===== config.mk =====
export PLATFORM = sky130hd
export DESIGN_NAME = uart_interrupt_ring_buffers_flat
export DESIGN_NICKNAME = d
export VERILOG_FILES = /design/src/hw/rtl/uirb_pkg.sv /design/src/hw/rtl/uirb_if.sv /design/src/hw/rtl/uirb_ram.sv /design/src/hw/rtl/uirb_ctrl.sv /design/src/hw/rtl/uart_interrupt_ring_buffers.sv /design/src/flat_wrapper.sv
export SDC_FILE = /design/constraint.sdc
export NUM_CORES = 1
export LEC_CHECK = 0
export ABC_AREA = 1
export BUFFER_PORTS_ARGS = -buffer_cell sky130_fd_sc_hd__buf_2
export CORE_MARGIN = 10
export CORE_UTILIZATION = 52
export CTS_BUF_LIST = sky130_fd_sc_hd__clkbuf_8
export CTS_CLUSTER_SIZE = 30
export DETAILED_ROUTE_END_ITERATION = 10
export PLACE_DENSITY_LB_ADDON = 0.25
export SETUP_SLACK_MARGIN = 0.2
export SLEW_MARGIN = 0
export SYNTH_ARGS = -nofsm -noshare
export SYNTH_HDL_FRONTEND = slang
export SYNTH_HIERARCHICAL = 1
export SYNTH_SLANG_ARGS = --single-unit

===== constraint.sdc =====
create_clock -name clk -period 3.6 [get_ports clk]
set_clock_uncertainty 0.15 [all_clocks]
set_input_delay 0.9 -clock clk [delete_from_list [all_inputs] [get_ports clk]]
set_output_delay 0.9 -clock clk [all_outputs]
set_load 0.02 [all_outputs]

===== src/hw/rtl/uirb_pkg.sv =====
package uirb_pkg;

	// default ring depth, entries per direction
	localparam int DEFAULT_DEPTH = 64;

	localparam int BYTE_W = 8;
	localparam int FUNC_W = 2;

	// request codes
	localparam logic [FUNC_W-1:0] FUNC_EVENT = 2'd0;
	localparam logic [FUNC_W-1:0] FUNC_TAKE  = 2'd1;
	localparam logic [FUNC_W-1:0] FUNC_PUT   = 2'd2;

	typedef logic [BYTE_W-1:0] byte_t;

	typedef struct packed {
		logic [FUNC_W-1:0] func;
		logic              tx_ready;
		logic              rx_ready;
		byte_t             rx_byte;
		byte_t             send_byte;
	} req_item_t;

endpackage


===== src/hw/rtl/uirb_if.sv =====
interface uirb_in_if;
	import uirb_pkg::*;

	logic              valid;
	logic              ready;
	logic [FUNC_W-1:0] func;
	logic              tx_ready;
	logic              rx_ready;
	byte_t             rx_byte;
	byte_t             send_byte;

	modport source (output valid, func, tx_ready, rx_ready, rx_byte, send_byte, input ready);
	modport sink   (input valid, func, tx_ready, rx_ready, rx_byte, send_byte, output ready);
endinterface

interface uirb_out_if #(
	parameter int CW = $clog2(uirb_pkg::DEFAULT_DEPTH + 1)
);
	import uirb_pkg::*;

	logic          valid;
	logic          ready;
	logic          tx_valid;
	byte_t         tx_byte;
	logic          got_valid;
	byte_t         got_byte;
	logic          send_accepted;
	logic          rx_dropped;
	logic          tx_irq_enable;
	logic [CW-1:0] rx_fill;
	logic [CW-1:0] tx_fill;

	modport source (output valid, tx_valid, tx_byte, got_valid, got_byte, send_accepted,
		rx_dropped, tx_irq_enable, rx_fill, tx_fill, input ready);
	modport sink   (input valid, tx_valid, tx_byte, got_valid, got_byte, send_accepted,
		rx_dropped, tx_irq_enable, rx_fill, tx_fill, output ready);
endinterface


===== src/hw/rtl/uirb_ram.sv =====
module uirb_ram #(
	parameter int WIDTH = 8,
	parameter int DEPTH = 64,
	localparam int AW = $clog2(DEPTH)
) (
	input  logic             clk,
	input  logic             we,
	input  logic [AW-1:0]    waddr,
	input  logic [WIDTH-1:0] wdata,
	input  logic [AW-1:0]    raddr,
	output logic [WIDTH-1:0] rdata
);

	logic [WIDTH-1:0] mem [DEPTH];
	logic [WIDTH-1:0] rdata_q;

	always_ff @(posedge clk) begin
		if (we) begin
			mem[waddr] <= wdata;
		end
		rdata_q <= mem[raddr];
	end

	assign rdata = rdata_q;

endmodule


===== src/hw/rtl/uirb_ctrl.sv =====
module uirb_ctrl #(
	parameter int BUFFER_DEPTH = uirb_pkg::DEFAULT_DEPTH,
	localparam int PW = $clog2(BUFFER_DEPTH),
	localparam int CW = $clog2(BUFFER_DEPTH + 1)
) (
	input  logic                  clk,
	input  logic                  arst_n,
	input  logic                  cfg_we,
	input  logic                  cfg_wdata,
	uirb_in_if.sink               req,
	uirb_out_if.source            rsp,
	output logic                  rx_we,
	output logic [PW-1:0]         rx_waddr,
	output uirb_pkg::byte_t       rx_wdata,
	output logic [PW-1:0]         rx_raddr,
	input  uirb_pkg::byte_t       rx_rdata,
	output logic                  tx_we,
	output logic [PW-1:0]         tx_waddr,
	output uirb_pkg::byte_t       tx_wdata,
	output logic [PW-1:0]         tx_raddr,
	input  uirb_pkg::byte_t       tx_rdata
);
	import uirb_pkg::*;

	localparam logic [PW-1:0] LAST_POS = PW'(BUFFER_DEPTH - 1);
	localparam logic [CW-1:0] FULL_CNT = CW'(BUFFER_DEPTH);

	logic          rx_en_q;
	logic [PW-1:0] rx_wpos_q, rx_rpos_q, tx_wpos_q, tx_rpos_q;
	logic [CW-1:0] rx_cnt_q, tx_cnt_q;
	logic          tx_irq_q;

	logic          valid_s1;
	req_item_t     item_s1;

	logic          out_valid_q;
	logic          out_tx_valid_q, out_got_valid_q, out_acc_q, out_drop_q;
	byte_t         out_tx_byte_q, out_got_byte_q;

	logic          done_s1;
	logic          is_event, is_take, is_put;
	logic          tx_serve, tx_pop, put_ok, rx_serve, rx_push, rx_drop, take_ok;
	logic [CW-1:0] rx_cnt_n, tx_cnt_n;
	logic          tx_irq_n;

	function automatic logic [PW-1:0] next_pos(input logic [PW-1:0] p);
		return (p == LAST_POS) ? '0 : p + PW'(1);
	endfunction

	// one request in flight: the ram read is issued at acceptance
	assign req.ready = !valid_s1;
	assign done_s1   = valid_s1 && (!out_valid_q || rsp.ready);

	always_comb begin
		is_event = (item_s1.func == FUNC_EVENT);
		is_take  = (item_s1.func == FUNC_TAKE);
		is_put   = (item_s1.func == FUNC_PUT);

		tx_serve = is_event && tx_irq_q && item_s1.tx_ready;
		tx_pop   = tx_serve && (tx_cnt_q != '0);
		put_ok   = is_put && (tx_cnt_q != FULL_CNT);
		rx_serve = is_event && rx_en_q && item_s1.rx_ready;
		rx_push  = rx_serve && (rx_cnt_q != FULL_CNT);
		rx_drop  = rx_serve && (rx_cnt_q == FULL_CNT);
		take_ok  = is_take && (rx_cnt_q != '0);

		tx_cnt_n = tx_cnt_q;
		if (tx_pop) begin
			tx_cnt_n = tx_cnt_q - CW'(1);
		end else if (put_ok) begin
			tx_cnt_n = tx_cnt_q + CW'(1);
		end

		rx_cnt_n = rx_cnt_q;
		if (take_ok) begin
			rx_cnt_n = rx_cnt_q - CW'(1);
		end else if (rx_push) begin
			rx_cnt_n = rx_cnt_q + CW'(1);
		end

		tx_irq_n = tx_irq_q;
		if (tx_serve && (tx_cnt_n == '0)) begin
			tx_irq_n = 1'b0;
		end else if (put_ok) begin
			tx_irq_n = 1'b1;
		end
	end

	assign rx_raddr = rx_rpos_q;
	assign tx_raddr = tx_rpos_q;
	assign rx_we    = done_s1 && rx_push;
	assign rx_waddr = rx_wpos_q;
	assign rx_wdata = item_s1.rx_byte;
	assign tx_we    = done_s1 && put_ok;
	assign tx_waddr = tx_wpos_q;
	assign tx_wdata = item_s1.send_byte;

	always_ff @(posedge clk or negedge arst_n) begin
		if (!arst_n) begin
			rx_en_q <= 1'b1;
		end else if (cfg_we) begin
			rx_en_q <= cfg_wdata;
		end
	end

	always_ff @(posedge clk or negedge arst_n) begin
		if (!arst_n) begin
			valid_s1    <= 1'b0;
			out_valid_q <= 1'b0;
			rx_wpos_q   <= '0;
			rx_rpos_q   <= '0;
			tx_wpos_q   <= '0;
			tx_rpos_q   <= '0;
			rx_cnt_q    <= '0;
			tx_cnt_q    <= '0;
			tx_irq_q    <= 1'b0;
		end else begin
			if (req.valid && req.ready) begin
				valid_s1 <= 1'b1;
			end else if (done_s1) begin
				valid_s1 <= 1'b0;
			end
			if (done_s1) begin
				out_valid_q <= 1'b1;
			end else if (rsp.ready) begin
				out_valid_q <= 1'b0;
			end
			if (done_s1) begin
				if (rx_push) rx_wpos_q <= next_pos(rx_wpos_q);
				if (take_ok) rx_rpos_q <= next_pos(rx_rpos_q);
				if (put_ok)  tx_wpos_q <= next_pos(tx_wpos_q);
				if (tx_pop)  tx_rpos_q <= next_pos(tx_rpos_q);
				rx_cnt_q <= rx_cnt_n;
				tx_cnt_q <= tx_cnt_n;
				tx_irq_q <= tx_irq_n;
			end
		end
	end

	always_ff @(posedge clk) begin
		if (req.valid && req.ready) begin
			item_s1.func      <= req.func;
			item_s1.tx_ready  <= req.tx_ready;
			item_s1.rx_ready  <= req.rx_ready;
			item_s1.rx_byte   <= req.rx_byte;
			item_s1.send_byte <= req.send_byte;
		end
		if (done_s1) begin
			out_tx_valid_q  <= tx_pop;
			out_tx_byte_q   <= tx_pop ? tx_rdata : '0;
			out_got_valid_q <= take_ok;
			out_got_byte_q  <= take_ok ? rx_rdata : '0;
			out_acc_q       <= put_ok;
			out_drop_q      <= rx_drop;
		end
	end

	// status fields follow the committed state
	assign rsp.valid         = out_valid_q;
	assign rsp.tx_valid      = out_tx_valid_q;
	assign rsp.tx_byte       = out_tx_byte_q;
	assign rsp.got_valid     = out_got_valid_q;
	assign rsp.got_byte      = out_got_byte_q;
	assign rsp.send_accepted = out_acc_q;
	assign rsp.rx_dropped    = out_drop_q;
	assign rsp.tx_irq_enable = tx_irq_q;
	assign rsp.rx_fill       = rx_cnt_q;
	assign rsp.tx_fill       = tx_cnt_q;

endmodule


===== src/hw/rtl/uart_interrupt_ring_buffers.sv =====
// receive and transmit byte rings between a uart and software
//
// req channel: one request per handshake. func selects a uart event
// (send one queued byte if the transmit interrupt is on and the uart is
// ready, then store or drop a received byte), a take of the oldest
// received byte, or a put of a byte for sending (sets transmit enable if accepted).
// rsp channel: one result per request with flags, bytes and both fills.
// cfg_we/cfg_wdata write the receive interrupt enable, reset value 1.
//
// one request in flight: a new request is not taken until the last one
// has committed to the output register. the ring read is issued at
// acceptance and its data comes from the ram's registered port;
// the read-modify-write of pointers and ram then commits.
// a stalled rsp holds its result; one further request may be taken and
// waits in the working stage until the output register frees.
// reset clears pointers, counts and the transmit enable at once; ring
// contents are not cleared, so no clearing pass is needed.
module uart_interrupt_ring_buffers #(
	parameter int BUFFER_DEPTH = uirb_pkg::DEFAULT_DEPTH
) (
	input  logic       clk,
	input  logic       arst_n,
	input  logic       cfg_we,
	input  logic       cfg_wdata,
	uirb_in_if.sink    req,
	uirb_out_if.source rsp
);
	import uirb_pkg::*;

	localparam int PW = $clog2(BUFFER_DEPTH);

	// receive ring port
	logic          rx_we;
	logic [PW-1:0] rx_waddr, rx_raddr;
	byte_t         rx_wdata, rx_rdata;
	// transmit ring port
	logic          tx_we;
	logic [PW-1:0] tx_waddr, tx_raddr;
	byte_t         tx_wdata, tx_rdata;

	// pointer, count and enable logic with the output register
	uirb_ctrl #(
		.BUFFER_DEPTH(BUFFER_DEPTH)
	) u_ctrl (
		.clk      (clk),
		.arst_n   (arst_n),
		.cfg_we   (cfg_we),
		.cfg_wdata(cfg_wdata),
		.req      (req),
		.rsp      (rsp),
		.rx_we    (rx_we),
		.rx_waddr (rx_waddr),
		.rx_wdata (rx_wdata),
		.rx_raddr (rx_raddr),
		.rx_rdata (rx_rdata),
		.tx_we    (tx_we),
		.tx_waddr (tx_waddr),
		.tx_wdata (tx_wdata),
		.tx_raddr (tx_raddr),
		.tx_rdata (tx_rdata)
	);

	// receive ring storage
	uirb_ram #(
		.WIDTH(BYTE_W),
		.DEPTH(BUFFER_DEPTH)
	) u_rx_ram (
		.clk  (clk),
		.we   (rx_we),
		.waddr(rx_waddr),
		.wdata(rx_wdata),
		.raddr(rx_raddr),
		.rdata(rx_rdata)
	);

	// transmit ring storage
	uirb_ram #(
		.WIDTH(BYTE_W),
		.DEPTH(BUFFER_DEPTH)
	) u_tx_ram (
		.clk  (clk),
		.we   (tx_we),
		.waddr(tx_waddr),
		.wdata(tx_wdata),
		.raddr(tx_raddr),
		.rdata(tx_rdata)
	);

endmodule


===== src/flat_wrapper.sv =====
// flat-port wrapper written by rule: the top's interface ports become plain ports
module uart_interrupt_ring_buffers_flat import uirb_pkg::*;
#(
	parameter int BUFFER_DEPTH = uirb_pkg::DEFAULT_DEPTH
)
  (clk, arst_n, cfg_we, cfg_wdata, req_valid, req_func, req_tx_ready, req_rx_ready, req_rx_byte, req_send_byte, req_ready, rsp_valid, rsp_tx_valid, rsp_tx_byte, rsp_got_valid, rsp_got_byte, rsp_send_accepted, rsp_rx_dropped, rsp_tx_irq_enable, rsp_rx_fill, rsp_tx_fill, rsp_ready);
  uirb_in_if req_i ();
  uirb_out_if #(.CW(($clog2((DEFAULT_DEPTH) + 1)))) rsp_i ();
  input  logic clk;
  input  logic arst_n;
  input  logic cfg_we;
  input  logic cfg_wdata;
  input wire logic [$bits(req_i.valid)-1:0] req_valid;
  input wire logic [$bits(req_i.func)-1:0] req_func;
  input wire logic [$bits(req_i.tx_ready)-1:0] req_tx_ready;
  input wire logic [$bits(req_i.rx_ready)-1:0] req_rx_ready;
  input wire logic [$bits(req_i.rx_byte)-1:0] req_rx_byte;
  input wire logic [$bits(req_i.send_byte)-1:0] req_send_byte;
  output wire logic [$bits(req_i.ready)-1:0] req_ready;
  output wire logic [$bits(rsp_i.valid)-1:0] rsp_valid;
  output wire logic [$bits(rsp_i.tx_valid)-1:0] rsp_tx_valid;
  output wire logic [$bits(rsp_i.tx_byte)-1:0] rsp_tx_byte;
  output wire logic [$bits(rsp_i.got_valid)-1:0] rsp_got_valid;
  output wire logic [$bits(rsp_i.got_byte)-1:0] rsp_got_byte;
  output wire logic [$bits(rsp_i.send_accepted)-1:0] rsp_send_accepted;
  output wire logic [$bits(rsp_i.rx_dropped)-1:0] rsp_rx_dropped;
  output wire logic [$bits(rsp_i.tx_irq_enable)-1:0] rsp_tx_irq_enable;
  output wire logic [$bits(rsp_i.rx_fill)-1:0] rsp_rx_fill;
  output wire logic [$bits(rsp_i.tx_fill)-1:0] rsp_tx_fill;
  input wire logic [$bits(rsp_i.ready)-1:0] rsp_ready;
  assign req_i.valid = req_valid;
  assign req_i.func = req_func;
  assign req_i.tx_ready = req_tx_ready;
  assign req_i.rx_ready = req_rx_ready;
  assign req_i.rx_byte = req_rx_byte;
  assign req_i.send_byte = req_send_byte;
  assign req_ready = req_i.ready;
  assign rsp_valid = rsp_i.valid;
  assign rsp_tx_valid = rsp_i.tx_valid;
  assign rsp_tx_byte = rsp_i.tx_byte;
  assign rsp_got_valid = rsp_i.got_valid;
  assign rsp_got_byte = rsp_i.got_byte;
  assign rsp_send_accepted = rsp_i.send_accepted;
  assign rsp_rx_dropped = rsp_i.rx_dropped;
  assign rsp_tx_irq_enable = rsp_i.tx_irq_enable;
  assign rsp_rx_fill = rsp_i.rx_fill;
  assign rsp_tx_fill = rsp_i.tx_fill;
  assign rsp_i.ready = rsp_ready;
  uart_interrupt_ring_buffers #(.BUFFER_DEPTH(BUFFER_DEPTH)) u_core (.clk(clk), .arst_n(arst_n), .cfg_we(cfg_we), .cfg_wdata(cfg_wdata), .req(req_i), .rsp(rsp_i));
endmodule

==> load_flow_metrics.sql <==
INSERT INTO impl_metrics (metric_group, metric, value, unit) VALUES
('outcome', 'status', 'completed', ''),
('clock_tree', 'worst_skew_pair.late_latency', '840', 'ps'),
('yosys', 'synth_seq_cells', '1122', ''),
('floorplan', 'area_of_the_die', '102000', 'µm²'),
('yosys', 'yosys-top-cells-area', 'sky130_fd_sc_hd__edfxtp_1 68%, sky130_fd_sc_hd__nand2_1 11%, sky130_fd_sc_hd__nand3_1 9.8%', ''),
('floorplan', 'die_x', '320', 'µm'),
('place', 'port-buffer-count', '62', ''),
('yosys', 'seq_area_frac_synth', '71.3', '%'),
('sta', 'finalMaxSlewViolations', '0', ''),
('sta', 'fmax', '341', 'MHz'),
('route', 'totalWireLength', '116000', 'µm'),
('power', 'cellPowerDensity', '730', 'nW/µm²'),
('worst_setup_path', 'required', '3880', 'ps'),
('sta', 'worst-slew-pin-transition', '1110', 'ps'),
('worst_setup_path', 'cpMaxStageDelayCell', 'sky130_fd_sc_hd__nor2_1', ''),
('place', 'placed_cells_incl_taps', '5215', ''),
('grt', 'grt.overflow.total', '0', ''),
('yosys', 'postSynthCellCount', '4034', ''),
('clock_tree', 'cts_made_buffers', '176', ''),
('floorplan', 'initial_core_utilization', '52.7', '%'),
('place', 'dp.final_hpwl', '67400', 'µm'),
('worst_setup_path', 'end_kind', 'flip-flop', ''),
('clock_tree', 'clk_path_buf_depth', '3', ''),
('route', 'avgRoutedWirePerCell', '20.9', 'µm'),
('floorplan', 'floorplan.die.height', '320', 'µm'),
('clock_tree', 'cts_num_sinks', '1122', ''),
('power', 'total_leakage_power', '19.6', 'nW'),
('sta', 'hold_slack', '101', 'ps'),
('place', 'placed_cell_area', '48400', 'µm²'),
('grt', 'number_of_global_route_vias_before_repair', '30200', ''),
('route', 'drt.antenna.violating_nets', '0', ''),
('final_layout', 'fillerInstances', '7192', ''),
('place', 'gpl.final_weighted_congestion', '0.844', ''),
('clock_tree', 'htree_levels', '4', ''),
('yosys', 'ys_types', '43', ''),
('final_layout', 'mostFrequentLayoutCell', 'sky130_fd_sc_hd__nand2_1', ''),
('worst_setup_path', 'path_buf_inv', '1', ''),
('final_layout', 'commonest_non_fill_non_tap_cells_in_the_layout', '1379 x sky130_fd_sc_hd__nand2_1, 1064 x sky130_fd_sc_hd__edfxtp_1, 918 x sky130_fd_sc_hd__nand3_1', ''),
('route', 'routed_via_density', '5.59', ''),
('final_layout', 'design.final.nets', '4268', ''),
('worst_setup_path', 'critPathArrivalTime', '3210', 'ps'),
('final_layout', 'fin_cells', '5545', ''),
('run', 'max_cap_viol_count', '0', ''),
('yosys', 'synth.avg_cell_area', '11.6', 'µm²'),
('route', 'dr.first_iter.drc_count', '3342', ''),
('grt', 'pin_count_of_the_biggest_net_entering_global_routing', '261', ''),
('yosys', 'post-synth-top-area-fraction', '68.4', '%'),
('sta', 'final_critical_delay_including_setup_and_external_delays', '2930', 'ps'),
('worst_setup_path', 'timing.critical_path.max_delay_family', 'simple AND/OR/NAND/NOR gates', ''),
('sta', 'fin_crit_share', '81.4', '%'),
('grt', 'grt_pass1_wl', '177000', 'µm'),
('clock_tree', 'root_buffer', 'sky130_fd_sc_hd__clkbuf_8', ''),
('final_layout', 'area_growth_syn_to_layout', '10.8', '%'),
('final_layout', 'final_core_utilization', '58.3', '%'),
('floorplan', 'design.core.area', '88800', 'µm²'),
('hold_path', 'worstHoldPathType', 'input pin to flip-flop', ''),
('worst_setup_path', 'critical_path.startpoint_type', 'flip-flop', ''),
('grt', 'grt_util_all_layers', '22.4', '%'),
('clock_tree', 'post_cts_resized', '0', ''),
('floorplan', 'io_pins', '63', ''),
('worst_setup_path', 'worst_path_most_repeated_cell', 'sky130_fd_sc_hd__nor2_1', ''),
('final_layout', 'layout.cell_area.non_filler', '51800', 'µm²'),
('yosys', 'postSynthNetCount', '4073', ''),
('worst_setup_path', 'worstSetupPathType', 'flip-flop to flip-flop', ''),
('sta', 'totalNegativeSetupSlack', '0', 'ps'),
('sta', 'finalHoldViolations', '0', ''),
('yosys', 'synthesis.yosys.warnings', '6', ''),
('sta', 'setup_viol', '0', ''),
('route', 'drc', '0', ''),
('clock_tree', 'clock_tree_from_tritoncts', 'yes', ''),
('final_layout', 'drive_gt1_share', '12.1', '%');
-- worst reg2reg max path, stage by stage (launching register included) --
cell and delay [ps]:
sky130_fd_sc_hd__edfxtp_1 480, sky130_fd_sc_hd__nor2_1 170, sky130_fd_sc_hd__nand3_1 110, sky130_fd_sc_hd__nor2_1 100
sky130_fd_sc_hd__nand2_1 110, sky130_fd_sc_hd__inv_1 260, sky130_fd_sc_hd__nand4_1 430, sky130_fd_sc_hd__nor2_1 710
-- per-stage QoR --
| step | total power, W | setup slack, ps |
|---|---|---|
| 2_1_floorplan | 0.0247 | 128 |
| 3_3_place_gp | 0.0276 | 207 |
| 3_5_place_dp | 0.0277 | 160 |
| 4_1_cts | 0.0378 | 674 |
| 5_1_grt | 0.0399 | 524 |
| 6_report | 0.0378 | 670 |
-- cells by family after synthesis --
logic type               share of synthesized area, %
multiplexers                                   0.0482
buffers and inverters                            4.47
AO/OA/AOI/OAI                                   0.399
XOR/XNOR                                        0.281
flip-flops                                       71.3
AND/OR/NAND/NOR                                  23.1
adder cells (fa/ha/maj)                         0.364
-- worst paths after layout --
kind	to	slack, ps	cells past startpoint	from
max in group asynchronous	u_core/u_ctrl/rx_en_q	1990	3	arst_n
min in group asynchronous	u_core/u_ctrl/rx_raddr[3]	520	2	arst_n
setup / recovery	u_core/u_rx_ram/mem[2][0]	670	7	u_core/u_ctrl/item_s1[18]
hold / removal	u_core/u_ctrl/rx_wdata[0]	100	1	req_rx_byte[0]
hold reg to reg	u_core/u_ctrl/rsp.valid	360	2	u_core/u_ctrl/rsp.valid
setup reg to reg	u_core/u_rx_ram/mem[2][0]	670	7	u_core/u_ctrl/item_s1[18]
-- synthesized netlist by cell type, drive strengths merged --
cell type	number
xnor2	5
mux2	2
clkbuf	31
or2	3
dfxtp	16
o211ai	1
o21a	3
dfstp	1
fa	1
ha	12
o21ai	19
nand2	1389
nand3b	3
edfxtp	1064
buf	214
a21boi	1
nor3b	1
nor2	165
a21oi	7
a31oi	3
nor3	3
nand3	918
clkinv	1
nand4	20
nor4	17
xor2	10
dfrtp	41
inv	83
-- timing repair --
action,4_1_cts,5_1_grt
buffers inserted,0,0
endpoints found under the hold margin,25,0
hold buffers,1,0
-- flip-flops by register name, indices dropped and copies added, names as in the netlist, 7 cells and up --
| signal | cells |
|---|---|
| u_core/u_rx_ram/mem | 512 |
| u_core/u_tx_ram/mem | 512 |
| u_core/u_ctrl/rsp.got_byte | 8 |
| u_core/u_ctrl/rsp.tx_byte | 8 |
| u_core/u_ctrl/rx_wdata | 8 |
| u_core/u_ctrl/tx_wdata | 8 |
| u_core/u_rx_ram/rdata | 8 |
| u_core/u_tx_ram/rdata | 8 |
| u_core/u_ctrl/rsp.rx_fill | 7 |
| u_core/u_ctrl/rsp.tx_fill | 7 |
-- power by group --
group	switching (W)	internal, W	total (W)
sequential	0.000547	0.0152	0.0157
combinational	0.00868	0.00323	0.0119
clock	0.00490	0.00524	0.0101
-- routing by layer --
metal  GRT usage, %  wire, µm
met1           32.4     49900
met2           33.0     51100
met3           5.43     11800
met4           7.55      2820
met5              0         0
-- cell type report --
class                   count  area [µm²]  area share [%]
inverters                  84         333           0.643
clock buffers             190        2620            5.05
well taps                1165        1460            2.82
repair buffers            262        1960            3.79
multi-input cells        2583       11300            21.9
flip-flops and latches   1122       33300            64.4
clock inverters           138         728            1.41
diodes                      1        2.50         0.00483
Power figures use the tool's default switching activity.
